==> config.mk <==
export PLATFORM = sky130hd
export DESIGN_NAME = mod_exponentiation_flat
export DESIGN_NICKNAME = d
export VERILOG_FILES = /design/src/rtl/mexp_pkg.sv /design/src/rtl/mexp_if.sv /design/src/rtl/mexp_mulmod.sv /design/src/rtl/mod_exponentiation.sv /design/src/flat_wrapper.sv
export SDC_FILE = /design/constraint.sdc
export NUM_CORES = 1
export LEC_CHECK = 0
export ABC_AREA = 1
export BUFFER_PORTS_ARGS = -buffer_cell sky130_fd_sc_hd__buf_2
export CORE_UTILIZATION = 45
export DETAILED_ROUTE_END_ITERATION = 7
export PLACE_DENSITY = 0.63
export SYNTH_ARGS = -nofsm -noshare
export SYNTH_HDL_FRONTEND = slang
export SYNTH_SLANG_ARGS = --single-unit
==> constraint.sdc <==
create_clock -name i_clk -period 5.8 [get_ports i_clk]
set_input_delay 0.87 -clock i_clk [delete_from_list [all_inputs] [get_ports i_clk]]
set_output_delay 0.87 -clock i_clk [all_outputs]
set_load 0.01 [all_outputs]
==> src/rtl/mexp_pkg.sv <==
// Package with the shared widths and types of the modular exponentiation block.
`default_nettype none

package mexp_pkg;

    // Width of the modulus, the operands and the result.
    localparam int WIDTH = 31;

    // Width of the bit counter of the modular multiply unit (holds WIDTH itself).
    localparam int CNT_W = $clog2(WIDTH + 1);

    typedef logic [WIDTH-1:0] t_word;

    // Status of the modular multiply unit as seen by the sequencer.
    typedef struct packed {
        logic busy;
        logic done;
    } t_mm_stat;

endpackage

`default_nettype wire

==> src/rtl/mexp_if.sv <==
// Request channels of the modular exponentiation block: operands in, power out.
`default_nettype none

interface mexp_in_if;
    import mexp_pkg::*;

    logic  valid;
    logic  ready;
    t_word base;
    t_word exponent;

    modport source (output valid, output base, output exponent, input ready);
    modport sink   (input valid, input base, input exponent, output ready);
endinterface

interface mexp_out_if;
    import mexp_pkg::*;

    logic  valid;
    logic  ready;
    t_word power;

    modport source (output valid, output power, input ready);
    modport sink   (input valid, input power, output ready);
endinterface

`default_nettype wire

==> src/rtl/mexp_mulmod.sv <==
// Bit-serial modular multiplier: one bit of the multiplier per cycle, double and add.
`default_nettype none

module mexp_mulmod (
    input  wire                logic i_clk,
    input  wire                logic i_rst_n,
    input  wire                logic i_start,
    input  wire mexp_pkg::t_word   i_a,
    input  wire mexp_pkg::t_word   i_b,
    input  wire mexp_pkg::t_word   i_m,
    output mexp_pkg::t_mm_stat     o_stat,
    output mexp_pkg::t_word        o_result
);
    import mexp_pkg::*;

    logic             r_busy;
    logic             r_done;
    logic [CNT_W-1:0] r_cnt;
    t_word            r_r;
    t_word            r_a;
    t_word            r_b;
    t_word            r_m;

    logic [WIDTH+1:0] w_add;
    logic [WIDTH+1:0] w_t;
    logic [WIDTH+1:0] w_m1;
    logic [WIDTH+1:0] w_m2;
    t_word            n_r;

    // One step: t = 2r + bit * a stays below 3m, so one subtraction of m or of 2m suffices.
    always_comb begin
        w_add = r_b[WIDTH-1] ? {2'b00, r_a} : '0;
        w_t   = {1'b0, r_r, 1'b0} + w_add;
        w_m1  = {2'b00, r_m};
        w_m2  = {1'b0, r_m, 1'b0};
        if (w_t >= w_m2) begin
            n_r = t_word'(w_t - w_m2);
        end else if (w_t >= w_m1) begin
            n_r = t_word'(w_t - w_m1);
        end else begin
            n_r = t_word'(w_t);
        end
    end

    // Control: load on start, scan the multiplier from its top bit.
    always_ff @(posedge i_clk) begin
        if (!i_rst_n) begin
            r_busy <= 1'b0;
            r_done <= 1'b0;
            r_cnt  <= '0;
        end else begin
            r_done <= 1'b0;
            if (i_start && !r_busy) begin
                r_busy <= 1'b1;
                r_cnt  <= CNT_W'(WIDTH);
            end else if (r_busy) begin
                r_cnt <= r_cnt - 1'b1;
                if (r_cnt == CNT_W'(1)) begin
                    r_busy <= 1'b0;
                    r_done <= 1'b1;
                end
            end
        end
    end

    // Operand and partial result registers.
    always_ff @(posedge i_clk) begin
        if (i_start && !r_busy) begin
            r_a <= i_a;
            r_b <= i_b;
            r_m <= i_m;
            r_r <= '0;
        end else if (r_busy) begin
            r_r <= n_r;
            r_b <= {r_b[WIDTH-2:0], 1'b0};
        end
    end

    assign o_stat.busy = r_busy;
    assign o_stat.done = r_done;
    assign o_result    = r_r;

`ifndef SYNTH
    // The counter never sits at zero while a multiply runs.
    a_cnt_live: assert property (@(posedge i_clk) disable iff (!i_rst_n)
        r_busy |-> (r_cnt != '0))
        else $error("mulmod busy with an empty bit counter");

    // Completion follows directly on the last step of a running multiply.
    a_done_after_busy: assert property (@(posedge i_clk) disable iff (!i_rst_n)
        r_done |-> ($past(r_busy) && !r_busy))
        else $error("mulmod done without a running multiply");
`endif

endmodule

`default_nettype wire

==> src/rtl/mod_exponentiation.sv <==
// Modular exponentiation: square-and-multiply sequencer around one bit-serial multiplier.
// An item needs one reduction of the base, one multiply per set exponent bit and one square per
// bit below the top set bit: at most 2 * WIDTH multiplies. A new request is accepted only once
// the result of the last one is registered. A modulus below two skips the multiplies and gives
// zero, and exponent zero gives one.
// Synchronous active-low reset sets the modulus to 2 and clears the output valid flag.
`default_nettype none

module mod_exponentiation (
    input  wire                logic i_clk,
    input  wire                logic i_rst_n,
    input  wire                logic i_cfg_we,
    input  wire mexp_pkg::t_word   i_cfg_wdata,
    mexp_in_if.sink                i_in,
    mexp_out_if.source             o_out
);
    import mexp_pkg::*;

    typedef enum logic [2:0] {
        S_IDLE,
        S_REDUCE,
        S_STEP,
        S_MUL,
        S_SQR,
        S_DONE
    } t_state;

    t_state   r_state;
    t_word    r_modulus;
    t_word    r_exp;
    t_word    r_acc;
    t_word    r_base;
    logic     r_mm_start;
    logic     r_out_valid;
    t_word    r_power;

    t_word    w_mm_a;
    t_word    w_mm_b;
    t_word    w_mm_res;
    t_mm_stat w_mm_stat;

    // Operand selection for the shared multiply unit.
    always_comb begin
        unique case (r_state)
            S_REDUCE: begin
                w_mm_a = t_word'(1);
                w_mm_b = r_base;
            end
            S_MUL: begin
                w_mm_a = r_acc;
                w_mm_b = r_base;
            end
            default: begin
                w_mm_a = r_base;
                w_mm_b = r_base;
            end
        endcase
    end

    mexp_mulmod u_mulmod (
        .i_clk    (i_clk),
        .i_rst_n  (i_rst_n),
        .i_start  (r_mm_start),
        .i_a      (w_mm_a),
        .i_b      (w_mm_b),
        .i_m      (r_modulus),
        .o_stat   (w_mm_stat),
        .o_result (w_mm_res)
    );

    assign i_in.ready  = (r_state == S_IDLE);
    assign o_out.valid = r_out_valid;
    assign o_out.power = r_power;

    // Sequencer: reduce the base (unless the modulus is below two), then walk the exponent from its low bit.
    always_ff @(posedge i_clk) begin
        if (!i_rst_n) begin
            r_state     <= S_IDLE;
            r_modulus   <= t_word'(2);
            r_mm_start  <= 1'b0;
            r_out_valid <= 1'b0;
        end else begin
            r_mm_start <= 1'b0;
            if (i_cfg_we) begin
                r_modulus <= i_cfg_wdata;
            end
            if (r_out_valid && o_out.ready) begin
                r_out_valid <= 1'b0;
            end
            unique case (r_state)
                S_IDLE: begin
                    if (i_in.valid) begin
                        r_exp  <= i_in.exponent;
                        r_base <= i_in.base;
                        if (r_modulus < t_word'(2)) begin
                            r_acc   <= '0;
                            r_state <= S_DONE;
                        end else begin
                            r_acc      <= t_word'(1);
                            r_mm_start <= 1'b1;
                            r_state    <= S_REDUCE;
                        end
                    end
                end
                S_REDUCE: begin
                    if (w_mm_stat.done) begin
                        r_base  <= w_mm_res;
                        r_state <= S_STEP;
                    end
                end
                S_STEP: begin
                    if (r_exp == '0) begin
                        r_state <= S_DONE;
                    end else if (r_exp[0]) begin
                        r_mm_start <= 1'b1;
                        r_state    <= S_MUL;
                    end else begin
                        r_mm_start <= 1'b1;
                        r_state    <= S_SQR;
                    end
                end
                S_MUL: begin
                    if (w_mm_stat.done) begin
                        r_acc <= w_mm_res;
                        if (r_exp[WIDTH-1:1] == '0) begin
                            // Last set bit: the final square is not needed.
                            r_exp   <= '0;
                            r_state <= S_DONE;
                        end else begin
                            r_mm_start <= 1'b1;
                            r_state    <= S_SQR;
                        end
                    end
                end
                S_SQR: begin
                    if (w_mm_stat.done) begin
                        r_base  <= w_mm_res;
                        r_exp   <= {1'b0, r_exp[WIDTH-1:1]};
                        r_state <= S_STEP;
                    end
                end
                S_DONE: begin
                    if (!r_out_valid || o_out.ready) begin
                        r_power     <= r_acc;
                        r_out_valid <= 1'b1;
                        r_state     <= S_IDLE;
                    end
                end
                default: begin
                    r_state <= S_IDLE;
                end
            endcase
        end
    end

`ifndef SYNTH
    // A multiply is only launched while the shared unit is free.
    a_start_free: assert property (@(posedge i_clk) disable iff (!i_rst_n)
        r_mm_start |-> !w_mm_stat.busy)
        else $error("multiply launched while the unit is busy");

    // The block takes a new request only with the multiply unit idle.
    a_accept_idle_unit: assert property (@(posedge i_clk) disable iff (!i_rst_n)
        i_in.ready |-> (!w_mm_stat.busy && !r_mm_start))
        else $error("request accepted with a multiply in flight");

    // A result appears only out of the finishing state.
    a_result_from_done: assert property (@(posedge i_clk) disable iff (!i_rst_n)
        $rose(r_out_valid) |-> ($past(r_state) == S_DONE))
        else $error("result presented outside of the finishing state");

    // Completion of a multiply is only seen while the sequencer waits for one.
    a_done_expected: assert property (@(posedge i_clk) disable iff (!i_rst_n)
        w_mm_stat.done |-> (r_state == S_REDUCE || r_state == S_MUL || r_state == S_SQR))
        else $error("multiply finished while the sequencer was not waiting");
`endif

endmodule

`default_nettype wire
==> src/flat_wrapper.sv <==
// flat-port wrapper written by rule: the top's interface ports become plain ports
module mod_exponentiation_flat import mexp_pkg::*;
  (i_clk, i_rst_n, i_cfg_we, i_cfg_wdata, i_in_valid, i_in_base, i_in_exponent, i_in_ready, o_out_valid, o_out_power, o_out_ready);
  mexp_in_if i_in_i ();
  mexp_out_if o_out_i ();
  input  wire                logic i_clk;
  input  wire                logic i_rst_n;
  input  wire                logic i_cfg_we;
  input  wire mexp_pkg::t_word i_cfg_wdata;
  input wire logic [$bits(i_in_i.valid)-1:0] i_in_valid;
  input wire logic [$bits(i_in_i.base)-1:0] i_in_base;
  input wire logic [$bits(i_in_i.exponent)-1:0] i_in_exponent;
  output wire logic [$bits(i_in_i.ready)-1:0] i_in_ready;
  output wire logic [$bits(o_out_i.valid)-1:0] o_out_valid;
  output wire logic [$bits(o_out_i.power)-1:0] o_out_power;
  input wire logic [$bits(o_out_i.ready)-1:0] o_out_ready;
  assign i_in_i.valid = i_in_valid;
  assign i_in_i.base = i_in_base;
  assign i_in_i.exponent = i_in_exponent;
  assign i_in_ready = i_in_i.ready;
  assign o_out_valid = o_out_i.valid;
  assign o_out_power = o_out_i.power;
  assign o_out_i.ready = o_out_ready;
  mod_exponentiation u_core (.i_clk(i_clk), .i_rst_n(i_rst_n), .i_cfg_we(i_cfg_we), .i_cfg_wdata(i_cfg_wdata), .i_in(i_in_i), .o_out(o_out_i));
endmodule
Word level (Yosys, flattened, before mapping)
Index checks and enable logic that the tools add are counted.
Storage, ports and cells
  memory bits (read-only): 0
  register bits: 291
  latch bits: 0
  memories kept: 0
  bits in writable memories: 0
  bits of input ports: 98
  logic and storage cells: 96
Cells by class
  shifts and indexed selects: 0
  multipliers: 0
  multiplexer cells: 41
  div/mod/pow operators: 0
  add/sub/neg operators: 4
  equality and inequality tests: 12
  order comparisons: 3
  bitwise gates (word level): 2
  reduce and logical (&&, ||, !) cells: 19
Operators by type and width (count)
  $mux W31: 12
  $pmux W31 S2: 3
  $pmux W31 S3: 1
  $sub A31 B31 Y31: 2
  $add A32 B31 Y33: 1
  $ge A33 B31 Y1: 1
  $ge A33 B32 Y1: 1
  $logic_not A31 Y1: 1
  $lt A31 B2 Y1 const B: 1
  $logic_not A30 Y1: 1
  $mux W3: 7
  $pmux W3 S5: 1
  $mux W1: 14
  $reduce_and A4 Y1: 3
  $mux W5: 2
  $eq A3 B2 Y1 const B: 2
  $eq A3 B3 Y1 const B: 2
  $ne A2 B1 Y1 const B: 3
  $ne A2 B2 Y1 const B: 3
  $reduce_and A6 Y1: 1
  $reduce_bool A2 Y1: 3
  $eq A5 B1 Y1 const B: 1
  $sub A5 B1 Y5 const B: 1
  $eq A3 B1 Y1 const B: 1
  10 further kinds: 13

Logic depth before layout (Yosys ltp)
  word-level depth: 5
  mapped depth: 33
  gate-level depth less buffers: 32

Hierarchy
A second synthesis with hierarchy kept.
Second synthesis, totals
  cell total of the unflattened synthesis: 2170
  area, all modules: 17654.4 um2
Modules (own cells, without submodules)
  mexp_mulmod: times used 1, cells each 1517, area each 10951.8 um2
  mod_exponentiation: times used 1, cells each 653, area each 6702.7 um2

Least setup slack after synthesis
OpenSTA, ideal clock, no wires.
  path type: in2reg
  from: input port i_rst_n
  to: register u_core.r_power[0] (netlist: u_core.o_out.power[0]) (enable)
  buffers on the path: 1
  arrival time: 4430 ps
  stages on the path: 3
  slack: 873 ps
  data required time: 5303 ps
  path through: clkbuf_1 > clkinv_1 > nor4_1
Between the ends
  word-level cells in the longest chain between the ends: 1
RTL lines
  start, declared: line flat_wrapper.sv:7  | input wire logic i_rst_n;
  $reduce_and A3 Y1 (no source line)
  end signal, assigned: line mod_exponentiation.sv:144  | r_power <= r_acc;
  end, declared: line mod_exponentiation.sv:35  | t_word r_power;
No other way between the ends.
A chain may end at the register's enable or synchronous reset.

Worst setup path in the final report
  from: register u_core.u_mulmod.r_b[30]
  to: register u_core.u_mulmod.r_r[25] (netlist: u_core.u_mulmod.o_result[25])
Between the ends
  word-level cells in the longest chain between the ends: 5
RTL lines
  start, declared: line mexp_mulmod.sv:21  | t_word r_b;
  start signal, assigned: line mexp_mulmod.sv:70  | r_b <= i_b;
  start signal, assigned: line mexp_mulmod.sv:75  | r_b <= {r_b[WIDTH-2:0], 1'b0};
  $mux W31 *: line mexp_mulmod.sv:32  | w_add = r_b[WIDTH-1] ? {2'b00, r_a} : '0;
  $add A32 B31 Y33 *: line mexp_mulmod.sv:33  | w_t = {1'b0, r_r, 1'b0} + w_add;
  $sub A31 B31 Y31 or $ge A33 B31 Y1 (tied branches): line mexp_mulmod.sv:39, mexp_mulmod.sv:38
  $mux W31: line mexp_mulmod.sv:38  | end else if (w_t >= w_m1) begin
  $mux W31 *: line mexp_mulmod.sv:36  | if (w_t >= w_m2) begin
  end signal, assigned: line mexp_mulmod.sv:74  | r_r <= n_r;
  end, declared: line mexp_mulmod.sv:19  | t_word r_r;
Mark *: on every way between the ends. The rest lies on a longest branch, timed or not.

==> impl_metrics.csv <==
group,metric,value,unit
run_status,outcome,"completed",
route,postRouteAntennaNets,0,
grt,gr-usage-met3,3.175,%
timing,final.period_utilization,87.94,%
timing,fmax,196.1,MHz
grt,grt_util_all_layers,27.29,%
route,first_iter_violations,1004,
pwr,clockPowerShare,15.8,%
finish,area_growth,13.34,%
synthesis,synth_edf_count,217,
die,die_area,0.04056,sq mm
placement,dp_slack,0.8546,ns
synthesis,async_flop_share,0,%
synthesis,avgSynthCellArea,7.779,sq um
min_path,hold_class,"flip-flop to flip-flop",
die,std_cell_rows,72,
synthesis,synth_nets,2495,
timing,setup_tns,0,ns
timing,worstMarginPinSlew,1.165,ns
grt,gr-max-usage-layer,"met2",
pwr,power,13.63,mW
setup_path,ff2ff_path_depth,28,
grt,antenna_found_initial,1,
finish,num-nets-final,2628,
setup_path,slowest_delay,0.40,ns
pwr,leakage,9.622,nW
timing,max_slew_margin,22.19,%
cts,clk_pin_slew,0.06,ns
grt,grt_pass1_vias,15230,
pwr,intPower,6.792,mW
route,firstDrtPassIters,6,
placement,hpwlAfterDp,43500,um
synthesis,netlist_instances,2300,
cts,cts_resized,0,
synthesis,yosys_warnings,0,
timing,setup_ws,0.6994,ns
cts,tritoncts,"done",
setup_path,cp_top_family,"simple AND/OR/NAND/NOR gates",
synthesis,yosysTopAreaCell,"edfxtp_1",
timing,layout_min_cycle_time,5.101,ns
cts,cts-buffers-inserted,35,
die,ios,131,
timing,skew,0.02357,ns
placement,place.gp.congestion,1.038,
die,initial_core_util,45.97,%
cts,clockBufferDepth,3,
grt,met2_usage,43.15,%
synthesis,yosysSeqAreaShare,44.70,%
setup_path,start_kind,"flip-flop",
synthesis,netlist_area,0.01789,sq mm
finish,diodes,0,
timing,holdWs,0.4269,ns
setup_path,path_common_cell,"nand2_1",
timing,rsz0062_at_grt,"false",
pwr,p_switching,6.838,mW
pwr,ir_drop,355.9,uV
cts,htree_levels,2,
die,die_y,201.4,um
setup_path,crit_path_end,"u_core.u_mulmod.o_result[25]",
route,remaining_drc_errors,0,
synthesis,yosys-top-cells-area,"edfxtp_1 36%, nand2_1 14%, dfxtp_1 8.3%",
setup_path,regToRegEndpoint,"u_core.u_mulmod.o_result[25]",
finish,final_cell_area,0.02028,sq mm
cts,cts-root-buf,"clkbuf_16",
die,dieWidth,201.4,um
pwr,switching_share,50.17,%
grt,gr-total-overflow,0,
cts,insertion_delay,0.56,ns
placement,io_buffers,130,
setup_path,slowest_stage,"nor3_1",
placement,post_dp_cell_area,0.01916,sq mm
synthesis,synth_cell_types,49,
job,cap_violations,0,
pwr,power_density,672.1,mW/mm^2
timing,hold_viol_final,0,
pwr,combPwrFrac,60.5,%
cts,hold_buffers,0,
setup_path,critPathCaptureType,"flip-flop",
setup_path,crit_buf_inv,5,
grt,grt_max_degree,65,
setup_path,critPathArrivalTime,5.52,ns
synthesis,ys_ff_latch,291,
pwr,seq_power_share,23.7,%
cts,postCtsSetupBuffers,0,
setup_path,critPathRequiredTime,6.22,ns
route,totalWireLength,55100,um
grt,grt_pass1_wl,85530,um
timing,finalSetupViolations,0,
setup_path,crit_type,"flip-flop to flip-flop",
grt,grt_use_met1,38.67,%
setup_path,reg2reg_slack,0.70,ns
route,routed_via_density,5.279,
setup_path,worstSetupStartpoint,"u_core.u_mulmod.r_b[30]",
setup_path,rr_startpoint,"u_core.u_mulmod.r_b[30]",
setup_path,cp_max_fo,31,
route,num_vias,15720,
die,coreArea,0.03892,sq mm
route,wl_per_cell,18.51,um
finish,drive_gt1_share,9.963,%
finish,nFillCells,3898,
timing,slew_viol_final,0,
synthesis,ys.flop_type,"edfxtp_1",
synthesis,synth_top_area_share,36.42,%
setup_path,crit_cells,28,
cts,clkSinkCount,291,
## how the worst min path moves through the flow
stage | from | to | slack [ns] | cells after the start
2_1_floorplan | u_core.r_modulus[0] | u_core.u_mulmod.r_m[0] | 0.40 | 0
3_3_place_gp | u_core.r_modulus[0] | u_core.u_mulmod.r_m[0] | 0.41 | 0
3_5_place_dp | u_core.r_modulus[0] | u_core.u_mulmod.r_m[0] | 0.41 | 0
4_1_cts | u_core.r_modulus[0] | u_core.u_mulmod.r_m[0] | 0.42 | 0
5_1_grt | u_core.r_modulus[0] | u_core.u_mulmod.r_m[0] | 0.44 | 0
6_report | u_core.r_modulus[0] | u_core.u_mulmod.r_m[0] | 0.43 | 0
## cells in the mapped netlist, types with 2 or more instances
master / n
a21oi_1: 93
a211oi_1: 4
xor2_1: 43
buf_2: 5
xnor2_1: 15
or2_2: 3
nor3_1: 21
nand2_1: 658
buf_4: 10
inv_1: 311
ha_1: 94
nor2_1: 243
nor4_1: 17
buf_6: 3
dfxtp_1: 74
and2_1: 3
clkinv_1: 3
fa_1: 3
a21o_1: 11
a31oi_1: 7
a21boi_0: 3
nand2_2: 8
nand3_1: 134
edfxtp_1: 217
o221ai_1: 2
nor2_2: 2
nand3b_1: 17
a22o_1: 30
nand3_2: 3
o21a_1: 7
o21bai_1: 18
nand4_1: 13
clkbuf_1: 44
inv_2: 8
o21ai_0: 159
## logic make-up after synthesis
family	synth area share [%]
compound gates	11.06
fa+ha+maj	6.910
simple gates	26.06
flops	44.70
xor+xnor	2.839
buf+inv	8.427
## placed cells by master (no fill, tap or decap), drive strengths merged, types with 2 or more instances in the layout
cell type / n
clkinv: 13
a21oi: 95
nand3b: 17
nand2: 666
nor4: 17
nand4: 13
a21boi: 3
bufinv: 2
xnor2: 15
a21o: 11
clkbuf: 48
fa: 3
nand3: 138
ha: 94
nor2: 246
a211oi: 4
o21bai: 18
o21a: 7
o221ai: 2
o21ai: 161
edfxtp: 217
clkinvlp: 2
dfxtp: 74
a22o: 30
inv: 320
buf: 158
nor3: 22
and2: 3
or2: 4
xor2: 43
a31oi: 7
## layout make-up
class | instances | area [sq um] | area share (%)
inverters | 322 | 1209 | 5.960
well taps | 518 | 648.1 | 3.196
clock inverters | 15 | 173.9 | 0.8577
repair buffers | 158 | 873.3 | 4.307
clock buffers | 48 | 945.9 | 4.665
flip-flops and latches | 291 | 7998 | 39.44
multi-input cells | 1625 | 8431 | 41.57
## power by group through the flow
| stage | registers [mW] | logic [mW] | clock network (mW) |
|---|---|---|---|
| 5_1_grt | 3.27 | 9.16 | 2.28 |
| 3_3_place_gp | 3.26 | 8.10 | 0 |
| 6_report | 3.22 | 8.25 | 2.16 |
| 4_1_cts | 3.23 | 8.16 | 2.20 |
| 2_1_floorplan | 3.14 | 5.74 | 0 |
| 3_5_place_dp | 3.27 | 8.13 | 0 |
## state kept, by name, indices dropped and copies added, names as in the netlist
register	flops
u_core.o_out.power	31
u_core.u_mulmod.r_cnt	5
u_core.u_mulmod.r_busy	1
u_core.r_exp	31
u_core.u_mulmod.r_a	31
u_core.u_mulmod.r_done	1
u_core.r_acc	31
u_core.r_modulus	31
u_core.u_mulmod.r_m	31
u_core.r_state	3
u_core.r_mm_start	1
u_core.u_mulmod.r_b	31
u_core.r_base	31
u_core.u_mulmod.o_result	31
u_core.o_out.valid	1
## through the flow
| step | utilization [%] | instances |
|---|---|---|
| 5_1_grt | 52.11 | 2977 |
| 3_3_place_gp | 49.23 | 2914 |
| 3_5_place_dp | 49.23 | 2914 |
| 2_1_floorplan | - | 2300 |
| 6_report | 52.11 | 2977 |
| 4_1_cts | 52.11 | 2977 |
## metal layers
metal  up-vias  wire, um  part of all wire, %
met5         -        10                0.018
met4         2      1576                  2.9
met3        89      2765                  5.0
met2       467     24590                   45
met1      7333     26160                   47
li1       7824         -                    -
Power figures use the tool's default switching activity.
